[config.mk]
export PLATFORM = sky130hd
export DESIGN_NAME = crc16_frame_builder
export DESIGN_NICKNAME = d
export VERILOG_FILES = /design/src/design/cfb_pkg.sv /design/src/design/crc16_frame_builder.sv /design/src/design/cfb_result_gen.sv
export SDC_FILE = /design/constraint.sdc
export NUM_CORES = 1
export LEC_CHECK = 0
export BUFFER_PORTS_ARGS = -buffer_cell sky130_fd_sc_hd__buf_2
export CAP_MARGIN = 20
export CORE_UTILIZATION = 30
export DETAILED_ROUTE_END_ITERATION = 7
export PLACE_DENSITY = 0.51
export SYNTH_ARGS = -nofsm -noshare
export SYNTH_HDL_FRONTEND = slang
export SYNTH_SLANG_ARGS = --single-unit
export TNS_END_PERCENT = 100
[constraint.sdc]
create_clock -name clk_i -period 17.3 [get_ports clk_i]
set_input_delay 2.595 -clock clk_i [delete_from_list [all_inputs] [get_ports clk_i]]
set_output_delay 2.595 -clock clk_i [all_outputs]
set_load 0.1 [all_outputs]
[src/design/cfb_pkg.sv]
// Shared types, constants and the CRC-16/MODBUS byte update for the frame builder.
// No dependencies; used by cfb_result_gen and crc16_frame_builder.
package cfb_pkg;

  // Frame constants
  localparam logic [7:0]  HDR_BYTE  = 8'hFA;
  localparam logic [7:0]  TAIL_BYTE = 8'h0D;
  localparam logic [15:0] CRC_INIT  = 16'hFFFF;
  localparam logic [15:0] CRC_POLY  = 16'hA001;

  // Configuration register indexes
  localparam logic CFG_FRAME_OVERHEAD = 1'b0;
  localparam logic CFG_MAX_FRAME_LEN  = 1'b1;

  // Reset values of the configuration registers
  localparam logic [6:0]  OVERHEAD_RST = 7'd9;
  localparam logic [15:0] MAX_LEN_RST  = 16'd256;

  // Input item kinds
  localparam logic KIND_START = 1'b0;
  localparam logic KIND_DATA  = 1'b1;

  typedef enum logic [1:0] {
    STATUS_OK        = 2'd0,
    STATUS_TOO_LARGE = 2'd1,
    STATUS_SEQ_ERR   = 2'd2
  } status_e;

  // Position within the result sequence of one item
  typedef enum logic [3:0] {
    SLOT_FIRST  = 4'd0,
    SLOT_LEN_LO = 4'd1,
    SLOT_LEN_HI = 4'd2,
    SLOT_DEV    = 4'd3,
    SLOT_CMD    = 4'd4,
    SLOT_MOD    = 4'd5,
    SLOT_CRC_LO = 4'd6,
    SLOT_CRC_HI = 4'd7,
    SLOT_TAIL   = 4'd8
  } slot_e;

  typedef struct packed {
    logic        kind;
    logic [7:0]  command;
    logic [7:0]  device_id;
    logic [7:0]  module_number;
    logic [15:0] body_len;
    logic [7:0]  payload_byte;
  } in_item_t;

  typedef struct packed {
    logic [7:0] tx_byte;
    logic       frame_end;
    logic [1:0] status;
  } out_item_t;

  typedef struct packed {
    logic [15:0] crc;
    logic [15:0] bytes_left;
    logic        in_frame;
  } frame_state_t;

  typedef struct packed {
    slot_e next_slot;
    logic  last;
  } step_ctl_t;

  // Fold one byte into the reflected CRC-16/MODBUS accumulator
  function automatic logic [15:0] crc16_update(logic [15:0] crc, logic [7:0] b);
    logic [15:0] c;
    c = crc ^ {8'h00, b};
    for (int k = 0; k < 8; k++) begin
      c = c[0] ? ((c >> 1) ^ CRC_POLY) : (c >> 1);
    end
    return c;
  endfunction

endpackage

[src/design/crc16_frame_builder.sv]
// Top level of the length-prefixed frame builder with CRC-16/MODBUS trailer.
// Depends on cfb_pkg and cfb_result_gen.
//
//   channel | direction | handshake                | payload
//   --------+-----------+--------------------------+----------------------------
//   in      | input     | in_valid_i / in_ready_o  | in_data_i  (cfb_pkg::in_item_t)
//   out     | output    | out_valid_o / out_ready_i| out_data_o (cfb_pkg::out_item_t)
//   cfg     | input     | cfg_we_i                 | cfg_idx_i, cfg_wdata_i
//
// A start item gives 1, 6 or 9 results, a data item 1 or 4. The accepted item sits
// in an item register; unless the output stalls, one result per cycle is formed
// from it and loaded into the output register, so the next item transfers in the
// cycle its predecessor's last result is loaded.
// Reset clears control and frame state and restores the configuration registers.
// A stall on the output holds the output register and backs up into in_ready_o.
module crc16_frame_builder (
  input  logic                clk_i,
  input  logic                rst_ni,
  input  logic                in_valid_i,
  output logic                in_ready_o,
  input  cfb_pkg::in_item_t   in_data_i,
  output logic                out_valid_o,
  input  logic                out_ready_i,
  output cfb_pkg::out_item_t  out_data_o,
  input  logic                cfg_we_i,
  input  logic                cfg_idx_i,
  input  logic [15:0]         cfg_wdata_i
);

  logic [6:0]            overhead_q;
  logic [15:0]           max_len_q;
  cfb_pkg::in_item_t     item_q;
  logic                  busy_q, busy_d;
  cfb_pkg::slot_e        slot_q, slot_d;
  cfb_pkg::frame_state_t state_q, state_d;
  cfb_pkg::out_item_t    out_q;
  logic                  out_valid_q;

  cfb_pkg::out_item_t    gen_res;
  cfb_pkg::step_ctl_t    gen_ctl;

  logic adv;
  logic step;
  logic in_xfer;

  cfb_result_gen u_gen (
    .item_i     (item_q),
    .slot_i     (slot_q),
    .state_i    (state_q),
    .overhead_i (overhead_q),
    .max_len_i  (max_len_q),
    .res_o      (gen_res),
    .state_o    (state_d),
    .ctl_o      (gen_ctl)
  );

  // Output register free or draining this cycle
  assign adv        = !out_valid_q || out_ready_i;
  assign step       = busy_q && adv;
  assign in_ready_o = !busy_q || (adv && gen_ctl.last);
  assign in_xfer    = in_valid_i && in_ready_o;

  assign out_valid_o = out_valid_q;
  assign out_data_o  = out_q;

  // Advance the slot sequence; a new item restarts it
  always_comb begin
    busy_d = busy_q;
    slot_d = slot_q;
    if (in_xfer) begin
      busy_d = 1'b1;
      slot_d = cfb_pkg::SLOT_FIRST;
    end else if (step) begin
      slot_d = gen_ctl.next_slot;
      if (gen_ctl.last) begin
        busy_d = 1'b0;
      end
    end
  end

  // Configuration registers
  always_ff @(posedge clk_i or negedge rst_ni) begin
    if (!rst_ni) begin
      overhead_q <= cfb_pkg::OVERHEAD_RST;
      max_len_q  <= cfb_pkg::MAX_LEN_RST;
    end else if (cfg_we_i) begin
      if (cfg_idx_i == cfb_pkg::CFG_FRAME_OVERHEAD) begin
        overhead_q <= cfg_wdata_i[6:0];
      end else begin
        max_len_q <= cfg_wdata_i;
      end
    end
  end

  // Control, frame state and output valid
  always_ff @(posedge clk_i or negedge rst_ni) begin
    if (!rst_ni) begin
      busy_q           <= 1'b0;
      slot_q           <= cfb_pkg::SLOT_FIRST;
      state_q.crc      <= cfb_pkg::CRC_INIT;
      state_q.bytes_left <= 16'd0;
      state_q.in_frame <= 1'b0;
      out_valid_q      <= 1'b0;
    end else begin
      busy_q <= busy_d;
      slot_q <= slot_d;
      if (step) begin
        state_q     <= state_d;
        out_valid_q <= 1'b1;
      end else if (out_ready_i) begin
        out_valid_q <= 1'b0;
      end
    end
  end

  // Payload registers: hold the item on transfer and the result on each step
  always_ff @(posedge clk_i) begin
    if (in_xfer) begin
      item_q <= in_data_i;
    end
    if (step) begin
      out_q <= gen_res;
    end
  end

`ifndef SYNTHESIS
  // Busy drops only when the last result of an item is loaded
  assert property (@(posedge clk_i) disable iff (!rst_ni)
    busy_q && !in_xfer && !(step && gen_ctl.last) |=> busy_q)
    else $error("item dropped before its last result");

  // The tail slot always finishes an item
  assert property (@(posedge clk_i) disable iff (!rst_ni)
    busy_q && slot_q == cfb_pkg::SLOT_TAIL |-> gen_ctl.last)
    else $error("tail slot not marked last");

  // A clean frame end is always the tail byte
  assert property (@(posedge clk_i) disable iff (!rst_ni)
    out_valid_q && out_q.frame_end && out_q.status == cfb_pkg::STATUS_OK
      |-> out_q.tx_byte == cfb_pkg::TAIL_BYTE)
    else $error("frame end without tail byte");
`endif

endmodule

[src/design/cfb_result_gen.sv]
// Result generator: forms the result of one slot of the current item and the next frame state.
// Depends on cfb_pkg. Purely combinational; registers live in crc16_frame_builder.
module cfb_result_gen (
  input  cfb_pkg::in_item_t     item_i,
  input  cfb_pkg::slot_e        slot_i,
  input  cfb_pkg::frame_state_t state_i,
  input  logic [6:0]            overhead_i,
  input  logic [15:0]           max_len_i,
  output cfb_pkg::out_item_t    res_o,
  output cfb_pkg::frame_state_t state_o,
  output cfb_pkg::step_ctl_t    ctl_o
);

  logic [16:0] flen_sum;
  logic        too_large;
  logic        feed;

  // Frame length at full width, so a large payload cannot wrap past the limit
  assign flen_sum  = 17'(overhead_i) + 17'(item_i.body_len);
  assign too_large = flen_sum > {1'b0, max_len_i};

  always_comb begin
    res_o.tx_byte   = 8'h00;
    res_o.frame_end = 1'b0;
    res_o.status    = cfb_pkg::STATUS_OK;
    state_o         = state_i;
    ctl_o.next_slot = cfb_pkg::SLOT_FIRST;
    ctl_o.last      = 1'b1;
    feed            = 1'b0;

    case (slot_i)
      cfb_pkg::SLOT_FIRST: begin
        if (item_i.kind == cfb_pkg::KIND_START) begin
          if (too_large) begin
            // drop any frame in progress and report the oversize
            res_o.frame_end  = 1'b1;
            res_o.status     = cfb_pkg::STATUS_TOO_LARGE;
            state_o.in_frame = 1'b0;
            state_o.bytes_left = 16'd0;
            state_o.crc      = cfb_pkg::CRC_INIT;
          end else begin
            res_o.tx_byte   = cfb_pkg::HDR_BYTE;
            state_o.crc     = cfb_pkg::CRC_INIT;
            ctl_o.next_slot = cfb_pkg::SLOT_LEN_LO;
            ctl_o.last      = 1'b0;
          end
        end else begin
          if (!state_i.in_frame || state_i.bytes_left == 16'd0) begin
            // data with no open frame: flag it, state unchanged
            res_o.frame_end = 1'b1;
            res_o.status    = cfb_pkg::STATUS_SEQ_ERR;
          end else begin
            res_o.tx_byte      = item_i.payload_byte;
            feed               = 1'b1;
            state_o.bytes_left = state_i.bytes_left - 16'd1;
            if (state_i.bytes_left == 16'd1) begin
              ctl_o.next_slot = cfb_pkg::SLOT_CRC_LO;
              ctl_o.last      = 1'b0;
            end
          end
        end
      end
      cfb_pkg::SLOT_LEN_LO: begin
        res_o.tx_byte   = flen_sum[7:0];
        feed            = 1'b1;
        ctl_o.next_slot = cfb_pkg::SLOT_LEN_HI;
        ctl_o.last      = 1'b0;
      end
      cfb_pkg::SLOT_LEN_HI: begin
        res_o.tx_byte   = flen_sum[15:8];
        feed            = 1'b1;
        ctl_o.next_slot = cfb_pkg::SLOT_DEV;
        ctl_o.last      = 1'b0;
      end
      cfb_pkg::SLOT_DEV: begin
        res_o.tx_byte   = item_i.device_id;
        feed            = 1'b1;
        ctl_o.next_slot = cfb_pkg::SLOT_CMD;
        ctl_o.last      = 1'b0;
      end
      cfb_pkg::SLOT_CMD: begin
        res_o.tx_byte   = item_i.command;
        feed            = 1'b1;
        ctl_o.next_slot = cfb_pkg::SLOT_MOD;
        ctl_o.last      = 1'b0;
      end
      cfb_pkg::SLOT_MOD: begin
        // header done: open the frame, close at once for an empty payload
        res_o.tx_byte      = item_i.module_number;
        feed               = 1'b1;
        state_o.bytes_left = item_i.body_len;
        state_o.in_frame   = 1'b1;
        if (item_i.body_len == 16'd0) begin
          ctl_o.next_slot = cfb_pkg::SLOT_CRC_LO;
          ctl_o.last      = 1'b0;
        end
      end
      cfb_pkg::SLOT_CRC_LO: begin
        res_o.tx_byte   = state_i.crc[7:0];
        ctl_o.next_slot = cfb_pkg::SLOT_CRC_HI;
        ctl_o.last      = 1'b0;
      end
      cfb_pkg::SLOT_CRC_HI: begin
        res_o.tx_byte   = state_i.crc[15:8];
        ctl_o.next_slot = cfb_pkg::SLOT_TAIL;
        ctl_o.last      = 1'b0;
      end
      cfb_pkg::SLOT_TAIL: begin
        res_o.tx_byte    = cfb_pkg::TAIL_BYTE;
        res_o.frame_end  = 1'b1;
        state_o.in_frame = 1'b0;
        state_o.crc      = cfb_pkg::CRC_INIT;
      end
      default: begin
        ctl_o.last = 1'b1;
      end
    endcase

    // Fold the emitted byte into the CRC
    if (feed) begin
      state_o.crc = cfb_pkg::crc16_update(state_i.crc, res_o.tx_byte);
    end
  end

endmodule
==> metrics.txt, run 1 <==
final wirelength=17400 um; Crit Path Class=register to output pin; ys flop type=edfxtp_1; Clock Sinks=122; post-route minimum period=7.972 ns; Max clock buf depth=2; worst path arrival time=5.38 ns; Synth Area in Compound Gates=15.59%; wire length per cell=17.84 um; slew margin rel.=31.28%; Synth-to-Final Area Change=18.92%; CTS buffer count=17; DR iter-0 viols=359; main combinational cell family by area after synthesis=compound AO/OA/AOI/OAI gates; io pins=84; post-CTS setup buffers=0; PostCTS Resize Cnt=0; largest net degree at the start of global routing=63; share of layout cells above drive strength 1=27.91%; WP data required=14.70 ns; GRT Util Overall=16.26%; library cells used by synthesis=79; global-route wire length before repair=27650 um; worst min path class=register to register; initial core utilization=30.67%; hpwl dp=12960 um; Chip Width=151.4 um; Finished Cell Area=0.007959 mm2; Die Y=151.4 um; Hold Violations, Final=0; synthesized net count=690; Slowest-stage cell, CP=nor3_1; PwrDens=205.2 mW/mm2; slowest stage delay, CP=0.57 ns; Cells after Synth=593; Synth Register Bits=122; Hold Crit Start=busy_q; Worst Setup Start Kind=register; buffer and inverter count on the worst path=3; # H-tree levels=4; max-cap violations=0; worst setup path start=overhead_q[0]; crit end category=output pin; Fmax=125.4 MHz; mux share of post-synthesis cell area=6.637%; FP Rows=54; GRT Residual Overflow=0; final clock period utilization by the worst path=46.08%; leak pwr=3.216 nW; crit path max fanout=6; worst skew pair latency=0.42 ns; Seq/Total Area, Yosys=50.46%; measured slew at the worst slew-check pin=1.023 ns; Worst-path clk slew=0.06 ns; Final Slew Violations=0; via count=4954; Post-synth EDFFs=60; most common cell after layout, fill and taps aside=buf_2; worst clock skew=0.01010 ns; Post-synth ARST share=50.82%; setup repair after global routing missed its margin=false; Syn Area/Cell=11.29 um2; reg-to-reg startpoint=overhead_q[0]; Total Power=1.633 mW; Adder-Cell Fraction of Synth Area=4.973%; Synth Area in XOR/XNOR=6.562%; clk root buf=clkbuf_16; # fillers=2174; worst ir drop on vdd=132.9 uV; Post-route DRC=0; GPL Wtd Cong=0.8925; NumNets Final=779; simple-gate share of the synthesized area=11.57%; crit path cell chain=ha_1 > inv_1 > fa_1 > nor2b_1 > o311ai_2 > a211oi_1 > xor2_1 > ha_1 > nand3_1 > nor2_1 > a41o_1 > a31oi_1 > nor3_1 > a21boi_0 > a221o_1 > a21boi_0 > inv_1 > buf_2; vias per cell=5.081; Cell Area, Synth=0.006693 mm2; initial antenna violation count=0; Placed Instance Area=0.007383 mm2; CP top delay family=compound AO/OA/AOI/OAI gates; DIE AREA=0.02291 mm2; commonest non-fill, non-tap cells in the layout=buf_2, edfxtp_1, nor2_1; final setup vio count=0; DRT Pass-1 Iters=5; Synth Warn #=0; CTS tree=yes; status=finished clean; PortBufs=83; total negative slack=0 ns; Hold Buf Count CTS=0; vias in the first global route=4964; core area=0.02182 mm2; Antenna diodes=0; Antenna Violating Nets Remaining=0
final timing paths:
kind	endpoint	slack, ns	depth (start not counted)
setup / recovery	in_ready_o	9.33	18
min in group asynchronous	out_valid_o	2.35	2
setup reg to reg	item_q[32]	11.87	18
hold reg to reg	out_valid_o	0.47	1
hold / removal	out_valid_o	0.47	1
max in group asynchronous	max_len_q[0]	14.38	2
kinds of logic (layout without fill, tap and decap cells):
logic type	count (synthesis)	count (layout)
XOR/XNOR	40	40
adder cells (fa/ha/maj)	26	26
AND/OR/NAND/NOR	154	154
flip-flops	122	122
AO/OA/AOI/OAI	155	155
multiplexers	35	35
buffers and inverters	61	163
power breakdown:
group / internal [mW] / switching [mW]
sequential: 0.413 / 0.0615
combinational: 0.322 / 0.496
clock: 0.201 / 0.140
total: 0.936 / 0.697
synth_stat cells (2+ instances only):
cell / instances / area [um2]
dfstp_2: 19 / 499.2
nor2_1: 47 / 176.4
nor4_1: 9 / 56.30
xnor2_1: 19 / 166.4
a21boi_0: 3 / 22.52
edfxtp_1: 60 / 1802
xnor2_4: 2 / 55.05
o21ai_0: 41 / 205.2
buf_6: 4 / 45.04
xnor3_2: 2 / 47.55
or2_2: 4 / 25.02
mux2i_1: 5 / 50.05
nor3_1: 14 / 70.07
o21a_1: 2 / 15.01
and3_1: 3 / 18.77
mux2_2: 25 / 281.5
a211oi_1: 9 / 67.56
inv_1: 39 / 146.4
nand4_1: 6 / 37.54
o22a_1: 9 / 78.83
a22oi_1: 10 / 75.07
o31ai_1: 2 / 15.01
nand2_1: 36 / 135.1
clkbuf_8: 2 / 27.53
nand2b_1: 7 / 43.79
xor2_1: 15 / 131.4
ha_1: 25 / 312.8
a21oi_1: 40 / 200.2
o211ai_1: 2 / 15.01
a31oi_1: 3 / 18.77
nor3b_1: 3 / 22.52
mux4_2: 5 / 112.6
a221oi_1: 2 / 17.52
nor2b_1: 5 / 31.28
clkbuf_1: 14 / 52.55
a32oi_1: 4 / 35.03
dfrtp_1: 43 / 1076
o2111ai_1: 2 / 17.52
nand3_1: 8 / 40.04
a211o_1: 3 / 26.28
a221o_1: 2 / 20.02
state kept, by name, indices dropped and copies added, names as in the netlist:
register / cells
max_len_q: 16
out_data_o: 11
overhead_q: 7
out_valid_o: 1
state_q: 33
busy_q: 1
slot_q: 4
item_q: 49
through the flow:
stage	hold slack, ns	utilization, %	worst slack (ns)	std cells
finish	0.4734	36.47	9.328	975
global route	0.5193	36.47	8.933	975
CTS	0.4762	36.40	9.368	973
detailed placement	0.4650	33.83	9.823	941
global placement	0.4720	33.83	9.898	941
floorplan	0.4502	-	10.59	593
layout make-up:
class | instances | area (um2) | area share (%)
Clock buffer | 18 | 439.2 | 5.518
Tap cell | 280 | 350.3 | 4.402
Inverter | 39 | 146.4 | 1.839
Clock inverter | 14 | 121.4 | 1.525
Timing Repair Buffer | 92 | 483.0 | 6.068
Multi-Input combinational cell | 410 | 3042 | 38.22
Sequential cell | 122 | 3377 | 42.43
layer usage:
metal | track usage (%) | wire [um] | up-vias
met1 | 21.80 | 8038 | 2411
met4 | 6.650 | 388 | 0
met5 | 0 | 0 | -
met2 | 25.46 | 8142 | 142
met3 | 3.313 | 828 | 28
li1 | - | - | 2373
No activity file was read; power rests on OpenSTA's default activity.
==> inputs of run 2 (changes only) <==
- clock period: 17.3 -> 7.6 ns (I/O delays scaled with it)
==> run 2 against run 1 <==
Count of clock-buffer cells in the layout stayed put. Final area is 0.25% higher. Register-to-register slack worse by 9.7 ns. Cell count stayed put. Sequential power is 130% higher. Global-route usage is 0.20 points higher. Core utilization is 0.092 points higher. Worst hold slack hardly changed. Die area stayed put. Critical path type unchanged. Clock power is 140% higher. Setup slack worse by 8.2 ns.
==> metrics.txt, run 2 (same netlist as run 1, synthesis figures left out) <==
Hold Buf Count CTS=0 (unchanged); PwrDens=472.3 mW/mm2 (was 205.2 mW/mm2); GPL Wtd Cong=0.8902 (was 0.8925); Reg power frac=28.7% (was 29.1%); pre-CTS setup slack=1.565 ns (was 9.823 ns); Worst Setup Start Kind=register (unchanged); Final Util=36.56% (was 36.47%); final setup vio count=0 (unchanged); max-cap violations=0 (unchanged); max reg flops=49 (unchanged); PostCTS Resize Cnt=0 (unchanged); Post-route DRC=0 (unchanged); worst skew pair latency=0.44 ns (was 0.42 ns); final wirelength=17760 um (was 17400 um); Sw Pwr=1.613 mW (was 0.6974 mW); slew margin rel.=27.81% (was 31.28%); slowest stage delay, CP=0.53 ns (was 0.57 ns); clk root buf=clkbuf_16 (unchanged); worst clock skew=0.01178 ns (was 0.01010 ns); Final Non-Filler Cells=975 (unchanged); largest net degree at the start of global routing=63 (unchanged); part of the power in combinational logic=49.9% (was 50.1%); status=finished clean (unchanged); worst ir drop on vdd=290.6 uV (was 132.9 uV); Hold Violations, Final=0 (unchanged); GRT Residual Overflow=0 (unchanged); crit path cell chain=ha_1 > inv_1 > fa_1 > nor2b_1 > o311ai_2 > nor2b_1 > o21bai_1 > xor2_1 > ha_1 > a211oi_1 > nor2_1 > o31ai_1 > nor2_1 > nor3_1 > a21boi_0 > a221o_1 > a21boi_0 > inv_1 > buf_2 (was ha_1 > inv_1 > fa_1 > nor2b_1 > o311ai_2 > a211oi_1 > xor2_1 > ha_1 > nand3_1 > nor2_1 > a41o_1 > a31oi_1 > nor3_1 > a21boi_0 > a221o_1 > a21boi_0 > inv_1 > buf_2); via count=5086 (was 4954); WP data required=6.46 ns (was 14.70 ns); met3 routed WL=985 um (was 828 um); Hold Crit Start=busy_q (unchanged); Finished Cell Area=0.007979 mm2 (was 0.007959 mm2); CTS buffer count=17 (unchanged); most common cell after layout, fill and taps aside=buf_2 (unchanged); Synth-to-Final Area Change=19.22% (was 18.92%); crit end category=output pin (unchanged); total negative slack=0 ns (unchanged); global-route wire length before repair=27790 um (was 27650 um); Largest regs=item_q: 49 flops, state_q: 33 flops, max_len_q: 16 flops (unchanged); final clock period utilization by the worst path=85.80%; Internal Power=2.156 mW (was 0.9359 mW); setup repair after global routing missed its margin=false (unchanged); wire length per cell=18.22 um (was 17.84 um); measured slew at the worst slew-check pin=1.073 ns (was 1.023 ns); top sig layer=met4 (unchanged); PortBufs=83 (unchanged); Final Slew Violations=0 (unchanged); Slowest-stage cell, CP=dfstp_2 (was nor3_1); Placed Instance Area=0.007383 mm2 (unchanged); NumNets Final=779 (unchanged); CTS tree=yes (unchanged); reg-to-reg startpoint=overhead_q[0] (unchanged); crit path max fanout=6 (unchanged); Die Y=151.4 um (unchanged); clock share of power=21.3% (was 20.9%); Worst-path clk slew=0.06 ns (about the same); Clock Sinks=122 (unchanged); worst setup path start=overhead_q[0] (unchanged); WL met2=8143 um (was 8142 um); Max clock buf depth=2 (unchanged); DIE AREA=0.02291 mm2 (unchanged); vias per cell=5.216 (was 5.081); routed metal-1 wire length=8192 um (was 8038 um); hpwl dp=13020 um (was 12960 um); worst path arrival time=5.38 ns (about the same); leak pwr=3.222 nW (was 3.216 nW); Placed Instances=941 (unchanged); Largest Register=item_q (unchanged); post-route minimum period=6.520 ns; DR iter-0 viols=404 (was 359); post-CTS setup buffers=0 (unchanged); Fmax=153.4 MHz; WHS=0.4739 ns (was 0.4734 ns); commonest non-fill, non-tap cells in the layout=buf_2, edfxtp_1, nor2_1 (unchanged); Antenna diodes=0 (unchanged); initial antenna violation count=0 (unchanged); DRT Pass-1 Iters=5 (unchanged); Crit Path Class=register to output pin (unchanged); FP Rows=54 (unchanged); share of layout cells above drive strength 1=28.06% (was 27.91%); GRT Util Overall=16.46% (was 16.26%); core area=0.02182 mm2 (unchanged); sw frac=42.80% (was 42.70%); fin worst setup slack=1.080 ns (was 9.328 ns); Chip Width=151.4 um (unchanged); # H-tree levels=4 (unchanged); Total Power=3.769 mW (was 1.633 mW); initial core utilization=30.67% (unchanged); worst min path class=register to register (unchanged); io pins=84 (unchanged); Antenna Violating Nets Remaining=0 (unchanged); vias in the first global route=5093 (was 4964)
run 2: final timing paths:
check | endpoint | slack, ns | depth (start not counted)
max reg2reg | item_q[40] | 2.20 | 19
min reg2reg | out_valid_o | 0.47 | 1
min | out_valid_o | 0.47 | 1
min in group asynchronous | out_valid_o | 0.89 | 2
max | in_ready_o | 1.08 | 19
max in group asynchronous | max_len_q[0] | 6.15 | 2
run 2: critical path: cells and delay by family, from the launching register on:
family / cells / cell delay [ns]
DFF: 1 / 0.53
adders and majority gates: 3 / 0.84
and+or+nand+nor: 5 / 1.07
xor gates and xnor gates: 1 / 0.22
buffers and inverters: 3 / 0.46
AOI/OAI and AO/OA: 7 / 1.83
run 2: area by class of cell:
| class | instances | area (um2) |
|---|---|---|
| timing repair buffer | 92 | 486.7 |
| fill | 2173 | 13840 |
| tap | 280 | 350.3 |
| sequential | 122 | 3377 |
| multi-input combinational | 410 | 3042 |
| inverter | 39 | 146.4 |
| clock inverter | 14 | 147.6 |
| clock buffer | 18 | 429.2 |
run 2: metal layers:
| layer | track usage [%] | up-vias |
|---|---|---|
| met1 | 21.23 | 2494 |
| li1 | - | 2371 |
| met5 | 0 | - |
| met3 | 4.277 | 34 |
| met4 | 7.900 | 0 |
| met2 | 25.53 | 187 |
run 2: power by group through the flow:
stage | Sequential, mW | Clock [mW] | Combinational [mW]
2_1_floorplan | 1.26 | 0 | 1.31
3_3_place_gp | 1.08 | 0 | 1.84
3_5_place_dp | 1.09 | 0 | 1.87
4_1_cts | 1.08 | 0.820 | 1.88
5_1_grt | 1.10 | 0.848 | 2.03
6_report | 1.08 | 0.804 | 1.88
